--- src/aes_pkg.sv ---
// AES-128 package: types, S-box tables, GF(2^8) helpers, round functions.
// No dependencies.
package aes_pkg;
   localparam int Rounds    = 10;
   localparam int RkWords   = 4 * (Rounds + 1);
   localparam int BlockBits = 128;

   typedef logic [BlockBits-1:0] block_type;
   typedef logic [31:0]          word_type;

   typedef enum logic [0:0] {
      ACT_ENCRYPT = 1'b0,
      ACT_DECRYPT = 1'b1
   } action_type;

   typedef enum logic [0:0] {
      CSR_KEY_HIGH = 1'b0,
      CSR_KEY_LOW  = 1'b1
   } csr_index_type;

   localparam logic [7:0] FwdSbox [256] = '{
      8'h63,8'h7c,8'h77,8'h7b,8'hf2,8'h6b,8'h6f,8'hc5,8'h30,8'h01,8'h67,8'h2b,8'hfe,8'hd7,8'hab,8'h76,
      8'hca,8'h82,8'hc9,8'h7d,8'hfa,8'h59,8'h47,8'hf0,8'had,8'hd4,8'ha2,8'haf,8'h9c,8'ha4,8'h72,8'hc0,
      8'hb7,8'hfd,8'h93,8'h26,8'h36,8'h3f,8'hf7,8'hcc,8'h34,8'ha5,8'he5,8'hf1,8'h71,8'hd8,8'h31,8'h15,
      8'h04,8'hc7,8'h23,8'hc3,8'h18,8'h96,8'h05,8'h9a,8'h07,8'h12,8'h80,8'he2,8'heb,8'h27,8'hb2,8'h75,
      8'h09,8'h83,8'h2c,8'h1a,8'h1b,8'h6e,8'h5a,8'ha0,8'h52,8'h3b,8'hd6,8'hb3,8'h29,8'he3,8'h2f,8'h84,
      8'h53,8'hd1,8'h00,8'hed,8'h20,8'hfc,8'hb1,8'h5b,8'h6a,8'hcb,8'hbe,8'h39,8'h4a,8'h4c,8'h58,8'hcf,
      8'hd0,8'hef,8'haa,8'hfb,8'h43,8'h4d,8'h33,8'h85,8'h45,8'hf9,8'h02,8'h7f,8'h50,8'h3c,8'h9f,8'ha8,
      8'h51,8'ha3,8'h40,8'h8f,8'h92,8'h9d,8'h38,8'hf5,8'hbc,8'hb6,8'hda,8'h21,8'h10,8'hff,8'hf3,8'hd2,
      8'hcd,8'h0c,8'h13,8'hec,8'h5f,8'h97,8'h44,8'h17,8'hc4,8'ha7,8'h7e,8'h3d,8'h64,8'h5d,8'h19,8'h73,
      8'h60,8'h81,8'h4f,8'hdc,8'h22,8'h2a,8'h90,8'h88,8'h46,8'hee,8'hb8,8'h14,8'hde,8'h5e,8'h0b,8'hdb,
      8'he0,8'h32,8'h3a,8'h0a,8'h49,8'h06,8'h24,8'h5c,8'hc2,8'hd3,8'hac,8'h62,8'h91,8'h95,8'he4,8'h79,
      8'he7,8'hc8,8'h37,8'h6d,8'h8d,8'hd5,8'h4e,8'ha9,8'h6c,8'h56,8'hf4,8'hea,8'h65,8'h7a,8'hae,8'h08,
      8'hba,8'h78,8'h25,8'h2e,8'h1c,8'ha6,8'hb4,8'hc6,8'he8,8'hdd,8'h74,8'h1f,8'h4b,8'hbd,8'h8b,8'h8a,
      8'h70,8'h3e,8'hb5,8'h66,8'h48,8'h03,8'hf6,8'h0e,8'h61,8'h35,8'h57,8'hb9,8'h86,8'hc1,8'h1d,8'h9e,
      8'he1,8'hf8,8'h98,8'h11,8'h69,8'hd9,8'h8e,8'h94,8'h9b,8'h1e,8'h87,8'he9,8'hce,8'h55,8'h28,8'hdf,
      8'h8c,8'ha1,8'h89,8'h0d,8'hbf,8'he6,8'h42,8'h68,8'h41,8'h99,8'h2d,8'h0f,8'hb0,8'h54,8'hbb,8'h16
   };

   localparam logic [7:0] InvSbox [256] = '{
      8'h52,8'h09,8'h6a,8'hd5,8'h30,8'h36,8'ha5,8'h38,8'hbf,8'h40,8'ha3,8'h9e,8'h81,8'hf3,8'hd7,8'hfb,
      8'h7c,8'he3,8'h39,8'h82,8'h9b,8'h2f,8'hff,8'h87,8'h34,8'h8e,8'h43,8'h44,8'hc4,8'hde,8'he9,8'hcb,
      8'h54,8'h7b,8'h94,8'h32,8'ha6,8'hc2,8'h23,8'h3d,8'hee,8'h4c,8'h95,8'h0b,8'h42,8'hfa,8'hc3,8'h4e,
      8'h08,8'h2e,8'ha1,8'h66,8'h28,8'hd9,8'h24,8'hb2,8'h76,8'h5b,8'ha2,8'h49,8'h6d,8'h8b,8'hd1,8'h25,
      8'h72,8'hf8,8'hf6,8'h64,8'h86,8'h68,8'h98,8'h16,8'hd4,8'ha4,8'h5c,8'hcc,8'h5d,8'h65,8'hb6,8'h92,
      8'h6c,8'h70,8'h48,8'h50,8'hfd,8'hed,8'hb9,8'hda,8'h5e,8'h15,8'h46,8'h57,8'ha7,8'h8d,8'h9d,8'h84,
      8'h90,8'hd8,8'hab,8'h00,8'h8c,8'hbc,8'hd3,8'h0a,8'hf7,8'he4,8'h58,8'h05,8'hb8,8'hb3,8'h45,8'h06,
      8'hd0,8'h2c,8'h1e,8'h8f,8'hca,8'h3f,8'h0f,8'h02,8'hc1,8'haf,8'hbd,8'h03,8'h01,8'h13,8'h8a,8'h6b,
      8'h3a,8'h91,8'h11,8'h41,8'h4f,8'h67,8'hdc,8'hea,8'h97,8'hf2,8'hcf,8'hce,8'hf0,8'hb4,8'he6,8'h73,
      8'h96,8'hac,8'h74,8'h22,8'he7,8'had,8'h35,8'h85,8'he2,8'hf9,8'h37,8'he8,8'h1c,8'h75,8'hdf,8'h6e,
      8'h47,8'hf1,8'h1a,8'h71,8'h1d,8'h29,8'hc5,8'h89,8'h6f,8'hb7,8'h62,8'h0e,8'haa,8'h18,8'hbe,8'h1b,
      8'hfc,8'h56,8'h3e,8'h4b,8'hc6,8'hd2,8'h79,8'h20,8'h9a,8'hdb,8'hc0,8'hfe,8'h78,8'hcd,8'h5a,8'hf4,
      8'h1f,8'hdd,8'ha8,8'h33,8'h88,8'h07,8'hc7,8'h31,8'hb1,8'h12,8'h10,8'h59,8'h27,8'h80,8'hec,8'h5f,
      8'h60,8'h51,8'h7f,8'ha9,8'h19,8'hb5,8'h4a,8'h0d,8'h2d,8'he5,8'h7a,8'h9f,8'h93,8'hc9,8'h9c,8'hef,
      8'ha0,8'he0,8'h3b,8'h4d,8'hae,8'h2a,8'hf5,8'hb0,8'hc8,8'heb,8'hbb,8'h3c,8'h83,8'h53,8'h99,8'h61,
      8'h17,8'h2b,8'h04,8'h7e,8'hba,8'h77,8'hd6,8'h26,8'he1,8'h69,8'h14,8'h63,8'h55,8'h21,8'h0c,8'h7d
   };

   localparam logic [7:0] Rcon [Rounds] = '{
      8'h01,8'h02,8'h04,8'h08,8'h10,8'h20,8'h40,8'h80,8'h1b,8'h36
   };

   function automatic logic [7:0] xtime(input logic [7:0] a);
      return {a[6:0], 1'b0} ^ (a[7] ? 8'h1b : 8'h00);
   endfunction

   // Byte i of the block sits at bits [127-8i -: 8].
   function automatic logic [7:0] get_byte(input block_type s, input int i);
      return s[BlockBits-1-8*i -: 8];
   endfunction

   function automatic block_type sub_shift(input block_type s, input logic inv);
      block_type o;
      int r, c, src;
      o = '0;
      for (c = 0; c < 4; c++) begin
         for (r = 0; r < 4; r++) begin
            if (inv) begin
               src = r + 4 * ((c - r + 4) % 4);
               o[BlockBits-1-8*(r+4*c) -: 8] = InvSbox[get_byte(s, src)];
            end else begin
               src = r + 4 * ((c + r) % 4);
               o[BlockBits-1-8*(r+4*c) -: 8] = FwdSbox[get_byte(s, src)];
            end
         end
      end
      return o;
   endfunction

   function automatic word_type mix_col(input word_type w, input logic inv);
      logic [7:0] a [4];
      logic [7:0] x2 [4];
      logic [7:0] x4 [4];
      logic [7:0] x8 [4];
      logic [7:0] m1 [4];
      logic [7:0] m2 [4];
      logic [7:0] m3 [4];
      logic [7:0] m9 [4];
      logic [7:0] mb [4];
      logic [7:0] md [4];
      logic [7:0] me [4];
      word_type o;
      int r;
      for (r = 0; r < 4; r++) begin
         a[r]  = w[31-8*r -: 8];
         x2[r] = xtime(a[r]);
         x4[r] = xtime(x2[r]);
         x8[r] = xtime(x4[r]);
         m1[r] = a[r];
         m2[r] = x2[r];
         m3[r] = x2[r] ^ a[r];
         m9[r] = x8[r] ^ a[r];
         mb[r] = x8[r] ^ x2[r] ^ a[r];
         md[r] = x8[r] ^ x4[r] ^ a[r];
         me[r] = x8[r] ^ x4[r] ^ x2[r];
      end
      for (r = 0; r < 4; r++) begin
         if (inv)
            o[31-8*r -: 8] = me[r] ^ mb[(r+1)%4] ^ md[(r+2)%4] ^ m9[(r+3)%4];
         else
            o[31-8*r -: 8] = m2[r] ^ m3[(r+1)%4] ^ m1[(r+2)%4] ^ m1[(r+3)%4];
      end
      return o;
   endfunction

   function automatic block_type mix_cols(input block_type s, input logic inv);
      block_type o;
      int c;
      o = '0;
      for (c = 0; c < 4; c++)
         o[BlockBits-1-32*c -: 32] = mix_col(s[BlockBits-1-32*c -: 32], inv);
      return o;
   endfunction

   function automatic word_type sub_word(input word_type w);
      return {FwdSbox[w[31:24]], FwdSbox[w[23:16]], FwdSbox[w[15:8]], FwdSbox[w[7:0]]};
   endfunction
endpackage

--- src/aes_key_expand.sv ---
// AES-128 key schedule: one round key per cycle after a key write.
// Depends on aes_pkg.
module aes_key_expand (
   input  logic                clock,
   input  logic                reset,
   input  logic                start,
   input  logic [127:0]        key,
   output logic                busy,
   output aes_pkg::block_type  rkeys [aes_pkg::Rounds+1]
);
   import aes_pkg::*;

   block_type rk_ff [Rounds+1];
   logic [3:0] step_ff, step_in;
   logic       busy_ff, busy_in;
   block_type  next_rk;
   word_type   t;

   always_comb begin
      block_type p;
      p = rk_ff[step_ff];
      t = sub_word({p[23:0], p[31:24]}) ^ {Rcon[step_ff], 24'h0};
      next_rk[127:96] = p[127:96] ^ t;
      next_rk[95:64]  = p[95:64] ^ next_rk[127:96];
      next_rk[63:32]  = p[63:32] ^ next_rk[95:64];
      next_rk[31:0]   = p[31:0] ^ next_rk[63:32];
      busy_in = busy_ff;
      step_in = step_ff;
      if (start) begin
         busy_in = 1'b1;
         step_in = '0;
      end else if (busy_ff) begin
         step_in = step_ff + 4'd1;
         if (step_ff == 4'(Rounds - 1)) busy_in = 1'b0;
      end
   end

   always_ff @(posedge clock) begin
      if (reset) begin
         busy_ff <= 1'b0;
         step_ff <= '0;
         // All-zero key; its expansion runs once start is raised after reset.
         rk_ff[0] <= '0;
      end else begin
         busy_ff <= busy_in;
         step_ff <= step_in;
         if (start) rk_ff[0] <= key;
         else if (busy_ff) rk_ff[step_ff + 4'd1] <= next_rk;
      end
   end

   assign busy  = busy_ff;
   assign rkeys = rk_ff;
endmodule

--- config.mk ---
export PLATFORM = sky130hd
export DESIGN_NAME = aes_key_expand
export DESIGN_NICKNAME = d
export VERILOG_FILES = /design/src/aes_pkg.sv /design/src/aes_key_expand.sv
export SDC_FILE = /design/constraint.sdc
export NUM_CORES = 2
export LEC_CHECK = 0
export BUFFER_PORTS_ARGS = -buffer_cell sky130_fd_sc_hd__buf_2
export CORE_AREA = 2 2 607 609
export CTS_BUF_LIST = sky130_fd_sc_hd__clkbuf_16
export CTS_CLUSTER_DIAMETER = 150
export DETAILED_ROUTE_END_ITERATION = 16
export DIE_AREA = 0 0 609 611
export PLACE_DENSITY = 0.36
export SKIP_CTS_REPAIR_TIMING = 1
export SKIP_LAST_GASP = 1
export SYNTH_ARGS = -nofsm -noshare
export SYNTH_HDL_FRONTEND = slang
export SYNTH_SLANG_ARGS = --single-unit
--- constraint.sdc ---
create_clock -name clock -period 11.5 [get_ports clock]
set_input_delay 2.3 -clock clock [delete_from_list [all_inputs] [get_ports clock]]
set_output_delay 2.3 -clock clock [all_outputs]
set_load 0.02 [all_outputs]
== Yosys cells after proc, flatten, opt, wreduce, memory -nomap -nowiden ==
Memories as Yosys holds them, arrays and structs flattened.
Index checks and enable logic that the tools add are counted.

* Muxes and demuxes: 21
* Eq/ne operators: 1
* Add/sub/neg operators: 1
* $lt $le $gt $ge: 7
* Reduce and logical (&&, ||, !) cells: 4
* Bitwise operators: 13

{| class="wikitable"
|+ Operators with widths
! kind !! count
|-
| 1408-bit bitwise mux || 1
|-
| 1408-bit two-way mux || 1
|-
| 128-bit binary-select mux with 4-bit select || 1
|-
| 128-bit demux with 4-bit select || 1
|-
| 128-bit two-way mux || 4
|-
| 32-bit XOR || 5
|-
| 8-bit two-way mux || 10
|-
| 9-bit greater-or-equal comparator (second input constant) || 4
|-
| 8-bit NOT with 9-bit output || 4
|-
| 5-bit greater-or-equal comparator (second input constant) || 2
|-
| 4-bit NOT with 5-bit output || 2
|-
| 5-bit by 1-bit less-than comparator with 1-bit output (second input constant) || 1
|-
| 4-bit by 1-bit adder with 4-bit output (second input constant) || 1
|-
| 4-bit equality test (second input constant) || 1
|-
| 1-bit two-way mux || 3
|-
| 3-bit AND reduction || 1
|-
| 1-bit NOT || 2
|-
| 2-bit nonzero test || 1
|-
| 2-bit OR reduction || 1
|-
| 1-bit logical AND || 1
|}

* Memory bits (read-only): 8,320
* Bits in registers: 1,413
* Memories kept: 5

{| class="wikitable"
|+ Memories
! memory !! words !! bits a word !! read ports !! clocked after memory_dff !! wr ports !! RTL line !! text
|-
| (name not given) || 256 || 8 || 1 || 0 || 0 || aes_pkg.sv:136 || <nowiki>return {FwdSbox[w[31:24]], FwdSbox[w[23:16]], FwdSbox[w[15:8]], FwdSbox[w[7:0]]};</nowiki>
|-
| (name not given) || 256 || 8 || 1 || 0 || 0 || aes_pkg.sv:136 ||
|-
| (name not given) || 256 || 8 || 1 || 0 || 0 || aes_pkg.sv:136 ||
|-
| (name not given) || 256 || 8 || 1 || 0 || 0 || aes_pkg.sv:136 ||
|-
| (name not given) || 16 || 8 || 1 || 0 || 0 || aes_key_expand.sv:22 || <nowiki>t = sub_word({p[23:0], p[31:24]}) ^ {Rcon[step_ff], 24'h0};</nowiki>
|}

== Logic depth before layout (Yosys ltp) ==
* Depth after elaboration: 16
* Mapped depth: 22

== Worst setup path before layout ==
Ideal clock, no wire load.

* Path type: input to register
* Start: input port start
* End: register rk_ff (netlist bit rkeys[0]), enable pin
* Data arrival time: 6.083 ns
* Setup slack: 4.915 ns
* Setup time: 0.502 ns
* Stages: 5
* Path through: clkbuf_1 > or2_2 > buf_1 > nor3_1 > and2_1

* Cells in the longest elaborated chain, start to end: 2

{| class="wikitable"
|+ Ends and longest elaborated chain
! element !! RTL line !! text
|-
| start, declared || aes_key_expand.sv:6 || <nowiki>input logic start,</nowiki>
|-
| 1-bit NOT (no line) || -- ||
|-
| 3-bit AND reduction (no line) || -- ||
|-
| end signal, assigned by index || aes_key_expand.sv:48 || <nowiki>else if (busy_ff) rk_ff[step_ff + 4'd1] <= next_rk;</nowiki>
|-
| end, declared || aes_key_expand.sv:13 || <nowiki>block_type rk_ff [Rounds+1];</nowiki>
|}

No other way between the ends.
A chain may end at the register's enable or synchronous reset.

== Worst setup path after layout ==
* Start: register step_ff[2]
* End: register rk_ff (netlist bit rkeys[24]) (data pin)

* Cells in the longest elaborated chain, start to end: 14
* Elaborated cells between the ends (all ways): 24
* Classes of those cells: 1 x add/sub; 2 x order compare; 10 x mux; 8 x bitwise; 1 x reduce/logical; 2 x memory

{| class="wikitable"
|+ Ends and longest elaborated chain
! element !! RTL line !! text
|-
| start, declared || aes_key_expand.sv:14 || <nowiki>logic [3:0] step_ff, step_in;</nowiki>
|-
| start signal, assigned || aes_key_expand.sv:46 || <nowiki>step_ff <= step_in;</nowiki>
|-
| 4-bit NOT with 5-bit output (not written as such) (*) || aes_key_expand.sv:21, aes_key_expand.sv:22 ||
|-
| 128-bit binary-select mux with 4-bit select || aes_key_expand.sv:21 || <nowiki>p = rk_ff[step_ff];</nowiki>
|-
| 128-bit two-way mux (not written as such) (2 in series) || aes_key_expand.sv:21 ||
|-
| 8-bit NOT with 9-bit output (not written as such) || aes_pkg.sv:136 ||
|-
| memory read 256 x 8 bit || -- ||
|-
| 8-bit two-way mux (not written as such) (2 in series) || aes_pkg.sv:136 ||
|-
| 32-bit XOR || aes_key_expand.sv:22 ||
|-
| 32-bit XOR || aes_key_expand.sv:23 || <nowiki>next_rk[127:96] = p[127:96] ^ t;</nowiki>
|-
| 32-bit XOR || aes_key_expand.sv:24 || <nowiki>next_rk[95:64] = p[95:64] ^ next_rk[127:96];</nowiki>
|-
| 32-bit XOR (*) || aes_key_expand.sv:25 || <nowiki>next_rk[63:32] = p[63:32] ^ next_rk[95:64];</nowiki>
|-
| via next_rk[56] || aes_key_expand.sv:16 || <nowiki>block_type next_rk;</nowiki>
|-
| 32-bit XOR (*) || aes_key_expand.sv:26 || <nowiki>next_rk[31:0] = p[31:0] ^ next_rk[63:32];</nowiki>
|-
| via next_rk[24] || aes_key_expand.sv:16 ||
|-
| 1408-bit bitwise mux (*) || aes_key_expand.sv:48 ||
|}

Mark *: on every way through the listed nets, which the timed path passes. The rest lies on a longest branch. The select of a mux whose other input is x is not followed.

==> reports/metrics.cfg <==
[outcome]
status = complete, no violations

[synth]
synth_top_area_share_pct = 53.39
ys_types = 123
synth_top_family_by_area = compound AO/OA/AOI/OAI gates
synth_compound_area_share_pct = 15.75
avgSynthCellArea_um2 = 12.83
netlist_instances = 5611
synthSimpleGateAreaFrac_pct = 7.478
async_flop_share_pct = 0
yosysTopAreaCell = edfxtp_1
synth.area.top_cells = edfxtp_1 53%, mux4_2 7.1%, mux2i_1 4.3%
syn_area_mm2 = 0.07199
synthFlopType = edfxtp_1
ys_seq_area_share_pct = 57.09
synth_edf_count = 1280
yosys_warnings = 0
ys_seq_elements = 1413
synth_fa_ha_area_share_pct = 1.060
synth_xor_area_share_pct = 2.800
synthesis.nets = 5803
synthMuxAreaShare_pct = 12.00

[floorplan]
dieWidth_um = 609
core_area_mm2 = 0.3650
initial_core_util_pct = 19.73
dieArea_mm2 = 0.3721
ios = 1540
die_h_um = 611
core.rowCount = 222

[drt]
dr.pass1.iters = 6
wl_per_cell_um = 43.90
drt-total-wl_mm = 530.1
viasPerCell = 5.320
drtIter0Drc = 7599
drc = 0
vias = 64240
postRouteAntennaNets = 0

[sta]
slew_headroom_pct = 3.337
period_needed_ns = 8.838
setup_viol = 0
rsz0062_at_grt = no
finalSetupTns_ns = 0
hold_slack_ns = 0.4931
worstMarginPinSlew_ns = 1.450
slew_viol_final = 0
hold_viol_final = 0
fmax_ghz = 0.1132
fin_crit_sh_pct = 76.85
fin_skew_ns = 0.1170

[clock_tree]
clk_latency_ns = 0.94
cts_tree = yes
clock_path_buffers = 4
cts_made_buffers = 181
cts_sinks = 1413
htreeDepth = 4
clk_pin_slew_worst_paths_ns = 0.06
cts-root-buf = clkbuf_16

[power_and_ir_drop]
p_clk_share_pct = 32.7
vdd_ir_drop_max_uv = 140.5
p_total_mw = 17.00
power_switching_mw = 6.265
power_frac_comb_pct = 28.4
p_sw_share_pct = 36.85
power_density_mw_per_mm2 = 185.2
intPower_mw = 10.74
p_seq_share_pct = 38.8
power.leakage_nw = 33.06

[critical_path]
worst-setup-path-type = flip-flop to flip-flop
rr_startpoint = step_ff[2]
reg2reg_depth = 18
cp.required_ns = 12.03
setup.worst_path.start = step_ff[2]
r2r-end = rkeys[24]
reg2reg_slack_ns = 2.66
path_max_fanout = 31
cp-start-kind = flip-flop
crit_arrival_ns = 9.37
crit_path_end_kind = flip-flop
worst_setup_path_endpoint = rkeys[24]

[layout]
final_common_cell = buf_2
multi_input_area_mm2 = 0.02880
drive_gt1_share_pct = 34.23
stdcell_area_mm2 = 0.09179
nNetsFinal = 7287
synthToLayoutAreaGrowth_pct = 27.49
fillCellCount = 38780
final_core_util_pct = 25.15
ff_latch_area_mm2 = 0.04111
layout_common_cells = 1537 x buf_2, 1280 x edfxtp_1, 400 x nor2_1

[place]
io_buffers = 1539
hpwl_mm = 393.8
placed_area_mm2 = 0.08611
place.gp.congestion = 0.9500

[global_routing]
grt_usage_pct = 27.27
antenna_found_initial = 70
grt_overflow = 0
grt_first_pass_wirelength_mm = 676.9
grt_pass1_vias = 62340
grt_max_degree = 84

[worst_hold_path]
min_path_type = flip-flop to flip-flop
min_from = rkeys[1399]

[job]
maxCapViolCount = 0

[cell families after synthesis]
| family | after synthesis |
|---|---|
| mux | 567 |
| simple gates | 1197 |
| compound gates | 1602 |
| buf+inv | 581 |
| xor+xnor | 190 |
| fa+ha+maj | 61 |
| flops | 1413 |
[worst min path at each step]
stage | to | cells after the start | slack (ns)
after global routing | rkeys[1399] | 2 | 0.53
after floorplan | rkeys[1389] | 2 | 0.56
after CTS | rkeys[1399] | 2 | 0.50
after detailed placement | rkeys[1399] | 2 | 0.49
after global placement | rkeys[1407] | 2 | 0.49
final | rkeys[1399] | 2 | 0.49
[final cells by class]
type | instances | share of cell area [%]
Clock buffer | 182 | 4.962
Inverter | 82 | 0.3490
Antenna cell | 19 | 0.05180
Tap cell | 4816 | 6.565
Timing Repair Buffer | 1800 | 10.74
Multi-Input combinational cell | 3617 | 31.38
Sequential cell | 1413 | 44.79
Clock inverter | 146 | 1.166
[metal layers]
metal / track usage [%] / up-vias / share of wire [%]
met3: 5.978 / 671 / 7.4
met4: 11.89 / 28 / 5.2
li1: - / 25340 / -
met5: 0 / - / 0.034
met2: 45.57 / 3724 / 48
met1: 33.67 / 34480 / 40
[Yosys cell counts, types with 36 or more instances]
master    number
nor3_1        86
mux4_2       226
clkbuf_1     189
a31oi_1       53
nand2_1      399
nor2_1       404
and3_1        42
ha_1          61
buf_1         54
mux2i_1      306
a32oi_1       38
buf_2        186
a21oi_1      347
xor2_1        56
edfxtp_1    1280
o22ai_1      134
inv_1         71
o21ai_0      255
nand3_1      103
buf_4         53
a221oi_1      64
xnor2_1      105
o31ai_1       36
o211ai_1      87
dfxtp_1      133
a311oi_1      50
a211oi_1      51
[worst max-delay path, stage by stage (launching register included)]
cell and delay (ns):
dfxtp_4 0.46, inv_8 0.50, nand2_4 0.60, o211a_1 0.44
buf_4 0.24, inv_1 0.98, ha_1 0.89, inv_1 0.46
a2111oi_0 1.01, a211oi_1 0.19, a311oi_1 0.51, o21ai_0 0.18
o211ai_1 0.14, a32o_1 0.24, xor2_2 0.31, buf_4 0.29
xnor2_2 0.09, buf_4 0.21, xnor2_1 0.64
[power by group through the flow]
| stage | Sequential [mW] | Combinational, mW | Clock (mW) |
|---|---|---|---|
| after floorplan | 6.74 | 2.08 | 0 |
| final | 6.60 | 4.83 | 5.57 |
| after global placement | 6.71 | 4.81 | 0 |
| after detailed placement | 6.71 | 4.79 | 0 |
| after CTS | 6.60 | 4.80 | 5.67 |
| after global routing | 6.61 | 4.99 | 5.85 |
[sequential cells by signal (all words and copies together) (netlist names)]
register,flops
rkeys,1408
busy,1
step_ff,4
[stage by stage]
step / cells / setup WS (ns)
after global routing: 12060 / 2.463
after global placement: 11730 / 1.944
final: 12080 / 2.662
after CTS: 12060 / 2.769
after detailed placement: 11730 / 2.756
after floorplan: 5611 / 4.915
No activity file was read; power rests on OpenSTA's default activity.
